`src/rtl/core/bmm_pkg.sv`:
```
// shared types and constants of the banked memory map decoder
`timescale 1ns / 1ps

package bmm_pkg;

  localparam int unsigned RamAw   = 16;
  localparam int unsigned OsAw    = 14;
  localparam int unsigned BasicAw = 13;

  localparam logic [15:0] BankPortAddr = 16'd54017;

  localparam logic [15:0] IoLo       = 16'hD000;
  localparam logic [15:0] IoHi       = 16'hD800;
  localparam logic [15:0] OsLo       = 16'hC000;
  localparam logic [15:0] BasicLo    = 16'hA000;
  localparam logic [15:0] SelfLo     = 16'h5000;
  localparam logic [15:0] SelfHi     = 16'h5800;
  localparam logic [15:0] SelfOsBase = 16'h1000;

  localparam int unsigned PortOsBit    = 0;
  localparam int unsigned PortBasicBit = 1;
  localparam int unsigned PortSelfBit  = 7;

  typedef enum logic [2:0] {
    KIND_READ       = 3'd0,
    KIND_WRITE      = 3'd1,
    KIND_DIR_READ   = 3'd2,
    KIND_DIR_WRITE  = 3'd3,
    KIND_LOAD_OS    = 3'd4,
    KIND_LOAD_BASIC = 3'd5
  } kind_e;

  typedef enum logic [1:0] {
    SRC_ZERO  = 2'd0,
    SRC_RAM   = 2'd1,
    SRC_OS    = 2'd2,
    SRC_BASIC = 2'd3
  } src_e;

  // memory commands of one item
  typedef struct packed {
    logic                ram_re;
    logic                ram_we;
    logic                os_re;
    logic                os_we;
    logic                basic_re;
    logic                basic_we;
    logic [RamAw-1:0]    ram_addr;
    logic [OsAw-1:0]     os_addr;
    logic [BasicAw-1:0]  basic_addr;
    logic [7:0]          wdata;
    src_e                rd_src;
    logic                to_io;
    logic                drop;
  } ctrl_t;

endpackage

```
`src/rtl/core/bmm_decode.sv`:
```
// address decode: turns an item and the bank port byte into memory commands
`timescale 1ns / 1ps

module bmm_decode import bmm_pkg::*; (
  input  logic [2:0]  kind_i,
  input  logic [15:0] address_i,
  input  logic [7:0]  write_data_i,
  input  logic [7:0]  port_i,
  output ctrl_t       ctrl_o
);

  logic        in_io, in_os, in_basic, in_self;
  logic        os_on, basic_on, self_on;
  logic        hit_os, hit_basic, hit_self;
  logic [15:0] os_off, basic_off, self_off;

  assign in_io    = (address_i >= IoLo) && (address_i < IoHi);
  assign in_os    = ((address_i >= OsLo) && (address_i < IoLo)) || (address_i >= IoHi);
  assign in_basic = (address_i >= BasicLo) && (address_i < OsLo);
  assign in_self  = (address_i >= SelfLo) && (address_i < SelfHi);

  assign os_on    = port_i[PortOsBit];
  assign basic_on = !port_i[PortBasicBit];
  assign self_on  = os_on && !port_i[PortSelfBit];

  assign hit_os    = in_os && os_on;
  assign hit_basic = in_basic && basic_on;
  assign hit_self  = in_self && self_on;

  assign os_off    = address_i - OsLo;
  assign basic_off = address_i - BasicLo;
  assign self_off  = address_i - SelfLo + SelfOsBase;

  always_comb begin
    ctrl_o            = '0;
    ctrl_o.ram_addr   = address_i;
    ctrl_o.wdata      = write_data_i;
    ctrl_o.rd_src     = SRC_ZERO;
    ctrl_o.os_addr    = os_off[OsAw-1:0];
    ctrl_o.basic_addr = basic_off[BasicAw-1:0];
    unique case (kind_e'(kind_i))
      KIND_READ: begin
        if (in_io) begin
          ctrl_o.to_io = 1'b1;
        end else if (hit_os) begin
          ctrl_o.os_re  = 1'b1;
          ctrl_o.rd_src = SRC_OS;
        end else if (hit_basic) begin
          ctrl_o.basic_re = 1'b1;
          ctrl_o.rd_src   = SRC_BASIC;
        end else if (hit_self) begin
          ctrl_o.os_re   = 1'b1;
          ctrl_o.os_addr = self_off[OsAw-1:0];
          ctrl_o.rd_src  = SRC_OS;
        end else begin
          ctrl_o.ram_re = 1'b1;
          ctrl_o.rd_src = SRC_RAM;
        end
      end
      KIND_WRITE: begin
        if (in_io) begin
          ctrl_o.to_io = 1'b1;
        end else if (hit_os || hit_basic || hit_self) begin
          ctrl_o.drop = 1'b1;
        end else begin
          ctrl_o.ram_we = 1'b1;
        end
      end
      KIND_DIR_READ: begin
        ctrl_o.ram_re = 1'b1;
        ctrl_o.rd_src = SRC_RAM;
      end
      KIND_DIR_WRITE: begin
        ctrl_o.ram_we = 1'b1;
      end
      KIND_LOAD_OS: begin
        ctrl_o.os_addr = address_i[OsAw-1:0];
        ctrl_o.os_we   = (address_i[15:OsAw] == '0);
      end
      KIND_LOAD_BASIC: begin
        ctrl_o.basic_addr = address_i[BasicAw-1:0];
        ctrl_o.basic_we   = (address_i[15:BasicAw] == '0);
      end
      default: begin
        ctrl_o.rd_src = SRC_ZERO;
      end
    endcase
  end

endmodule

```
`config.mk`:
```
export PLATFORM = sky130hd
export DESIGN_NAME = bmm_decode
export DESIGN_NICKNAME = d
export VERILOG_FILES = /design/src/rtl/core/bmm_pkg.sv /design/src/rtl/core/bmm_decode.sv
export SDC_FILE = /design/constraint.sdc
export NUM_CORES = 1
export LEC_CHECK = 0
export BUFFER_PORTS_ARGS = -buffer_cell sky130_fd_sc_hd__buf_2
export CAP_MARGIN = 0
export CORE_MARGIN = 3
export CORE_UTILIZATION = 26
export DETAILED_ROUTE_END_ITERATION = 16
export PLACE_DENSITY_LB_ADDON = 0.1
export REMOVE_ABC_BUFFERS = 1
export SLEW_MARGIN = 0
export SYNTH_ARGS = -nofsm -noshare
export SYNTH_HDL_FRONTEND = slang
export SYNTH_SLANG_ARGS = --single-unit
```
`constraint.sdc`:
```
create_clock -name vclk -period 1.25
set_input_delay 0.125 -clock vclk [all_inputs]
set_output_delay 0.125 -clock vclk [all_outputs]
set_load 0.005 [all_outputs]
```
# Yosys cells after proc, flatten, opt, wreduce, memory -nomap -nowiden

Cells that the tools add are included.

Output and inout bits: 61
Input port bits: 35
Logic and storage cells: 70
Flip-flop bits (word level): 0

Reductions and logical operators: 17
Mux-type cells: 35
Magnitude comparators: 9
Equal/unequal tests: 5
$add $sub $neg: 4

Operators with widths:

| kind                   | number |
|---|---|
| $ge 16x16->1 const B   | 4 |
| $mux 14                | 4 |
| $lt 16x16->1 const B   | 3 |
| $pmux 14 s2            | 1 |
| $mux 1                 | 22 |
| $ge 16x15->1 const B   | 1 |
| $lt 16x15->1 const B   | 1 |
| $add 14x13->14 const B | 1 |
| $sub 14x1->14 const B  | 1 |
| $sub 14x13->14 const B | 1 |
| $mux 13                | 1 |
| $sub 13x1->13 const B  | 1 |
| $logic_and 1x1->1      | 8 |
| $mux 2                 | 4 |
| $eq 3x2->1 const B     | 2 |
| $eq 3x3->1 const B     | 2 |
| $logic_not 3->1        | 2 |
| $pmux 1 s2             | 2 |
| $pmux 2 s2             | 1 |
| $eq 3x1->1 const B     | 1 |
| $logic_or 1x1->1       | 3 |
| $logic_not 1->1        | 2 |
| $logic_not 2->1        | 1 |
| $reduce_or 2->1        | 1 |

# Logic depth before layout (Yosys ltp)

Depth in word-level cells: 9
Depth in mapped cells: 4
Gate-level depth less buffers: 3

# Worst setup path before layout

OpenSTA, ideal clock, no wires.

Kind: input port to output port
From: input port address_i[13]
To: output port ctrl_o[0] (netlist name)
Required time: 1125 ps
Slack: -156 ps
Arrival time: 1281 ps
Stages: 4
Buffers on the path: 1
Path through: or3b_1 clkbuf_2 or4_4 a31oi_1

RTL lines:

| element         | RTL line        | RTL |
|---|---|---|
| start, declared | bmm_decode.sv:6 | `input logic [15:0] address_i,` |
| end, declared   | bmm_decode.sv:9 | `output ctrl_t ctrl_o` |

==> results.md <==
* IO Count at 96
* Final ANT Viol Nets at 0
* IO Port Bufs at 31
* Post-synth top area share at 67.11%
* Core box area at 2022 sq um
* Sequential cell count at 0
* Max Cap Viol at 0
* Gpl congestion at 0.6695
* Leakage at 0.2541 nW
* Final non-filler cell total at 97
* Peak VDD IR at 0.09720 mV
* Setup ws final at -0.1972 ns
* Pre-Repair DR Iteration Count at 4
* Cell with the most instances after synthesis: buf_4
* Syn avg cell area at 7.044 sq um
* Slew headroom at 82.78%
* Register Area at 0 sq um
* Critical path required time at 1.12 ns
* Initial Utilization at 28.22%
* Max frequency at 691.0 MHz
* Crit-path slowest cell: or4_4
* Synth unique cells at 22
* Hold_sp: write_data_i[3]
* Worst hold endpoint: ctrl_o[7]
* Via count at 440
* First-pass GRT wire length at 2208 um
* CP Capture Type: output port
* Crit path kind: in2out
* GRT overflow at 0
* CP max stage delay at 0.43 ns
* Share of layout cells above drive strength 1 at 72.86%
* Initial antenna violation count at 0
* Initial drt markers at 8
* Die Span Y at 52.85 um
* CP Max Fanout at 3
* Final Hold Viols at 0
* Synth warn at 0
* Core Rows at 16
* Cell area after layout at 525.5 sq um
* Commonest cells in the synthesized netlist: 51 x buf_4, 3 x nor2_1, 3 x nor4_1
* Via-per-instance ratio at 4.536
* Chip Width at 52.85 um
* Critical Path Start Type: input pin
* Area grow syn2layout at -7.895%
* Actual slew at the worst max-slew pin at 0.2547 ns
* DR WL/cell at 17.55 um
* Residual DRC count at 0
* Fin crit share at 115.8%
* Crit path DAT at 1.32 ns
* Ant. Diodes at 0
* Die ar. at 2793 sq um
* Critical Path, Cell by Cell: buf_6 > or3b_4 > or4_4 > a31oi_1 > buf_2
* Hold path cells at 0
* Slew Limit Fails at 0
* Wirelength, routed at 1702 um
* Pwr Density at 270.9 nW/um^2
* Leading area contributor after synthesis: buf_4
* Synthesized area at 570.5 sq um
* Final net count at 107
* Largest net degree at the start of global routing at 8
* CP Launch Point: address_i[11]
* Vias in the first global route at 382
* Area contributors post-synth: buf_4 67%, nor4_1 3.3%, or3b_2 3.1%
* Cells after Synth at 81
* Fin crit period at 1.447 ns
* Setup repair after global routing missed its margin: true
* Setup violators final at 7
* Total GRT Usage at 10.86%
* Fraction of the yosys area taken by sequential cells at 0%
* Hold Crit Class: in2out
* Violated checks: setup timing
* Area after DPL at 416.7 sq um
* Clock buf count at 0
* Status: finished, violations left
* Post-placement cell count at 93
[critical path, delay by kind of cell]
family	cells	cell delay [ns]
simple gates	2	0.82
buf+inv	2	0.22
compound gates	1	0.15
[power by group]
part           switching [mW]  leakage, nW  internal [mW]  total, mW
registers                   0            0              0          0
logic                  0.0673        0.254         0.0751      0.142
clock network               0            0              0          0
[kinds of logic after synthesis]
logic type             count (synthesis)  synth area share [%]
buffers and inverters                 54                 69.30
AOI/OAI and AO/OA                      7                 8.115
and+or+nand+nor                       20                 22.59
[routing by layer]
layer / wire, um / vias up / global-route usage [%]
met4: 29 / 0 / 1.702
met5: 0 / - / 0
met1: 550 / 189 / 10.33
met3: 363 / 4 / 12.25
met2: 758 / 46 / 15.91
li1: - / 201 / -
[layout by cell type (no fill, tap or decap), drive strengths merged]
master  synthesis  routed
nand4           1       1
a31oi           2       2
or3b            3       3
nand2b          1       1
nor3b           1       1
or2b            1       1
nor2b           1       1
nor2            3       3
nor4b           1       1
a221oi          1       1
nand3           1       1
nor4            3       3
o31ai           1       1
a211oi          1       1
nand2           2       2
or3             1       1
inv             2       2
buf            51      41
or4             1       1
a21oi           2       2
[stage by stage]
stage	hold slack (ns)	utilization, %	power [mW]	setup slack [ns]	setup TNS, ns
floorplan	0.2500	-	0.02899	-0.1276	-0.3762
global placement	0.2501	20.61	0.1097	-0.3112	-1.731
detailed placement	0.2501	20.61	0.1072	-0.2956	-1.723
CTS	0.2501	23.51	0.1269	-0.2296	-1.076
global route	0.2500	25.99	0.1545	-0.2388	-1.330
finish	0.2500	25.99	0.1424	-0.1972	-0.9390
[how the worst max path moves through the flow]
stage | endpoint | slack, ns | depth (start not counted)
floorplan | ctrl_o[0] | -0.13 | 3
global placement | ctrl_o[59] | -0.31 | 6
detailed placement | ctrl_o[0] | -0.30 | 5
CTS | ctrl_o[0] | -0.23 | 5
global route | ctrl_o[3] | -0.24 | 5
finish | ctrl_o[0] | -0.20 | 5
[timing repair]
| action | in CTS | in global routing |
|---|---|---|
| cloned | 0 | 0 |
| pin swaps | 4 | 4 |
| gates resized for setup | 9 | 5 |
| endpoints found under the setup margin | 7 | 8 |
| hold endpoints to repair | 0 | 0 |
| buffers inserted | 1 | 3 |
| hold buffers | 0 | 0 |
[area by class of cell]
| type | instances | area (sq um) |
|---|---|---|
| Multi-Input combinational cell | 27 | 237.7 |
| Fill cell | 231 | 1496 |
| Timing Repair Buffer | 41 | 246.5 |
| Inverter | 2 | 7.507 |
| Tap cell | 27 | 33.78 |
No activity file was read; power rests on OpenSTA's default activity.
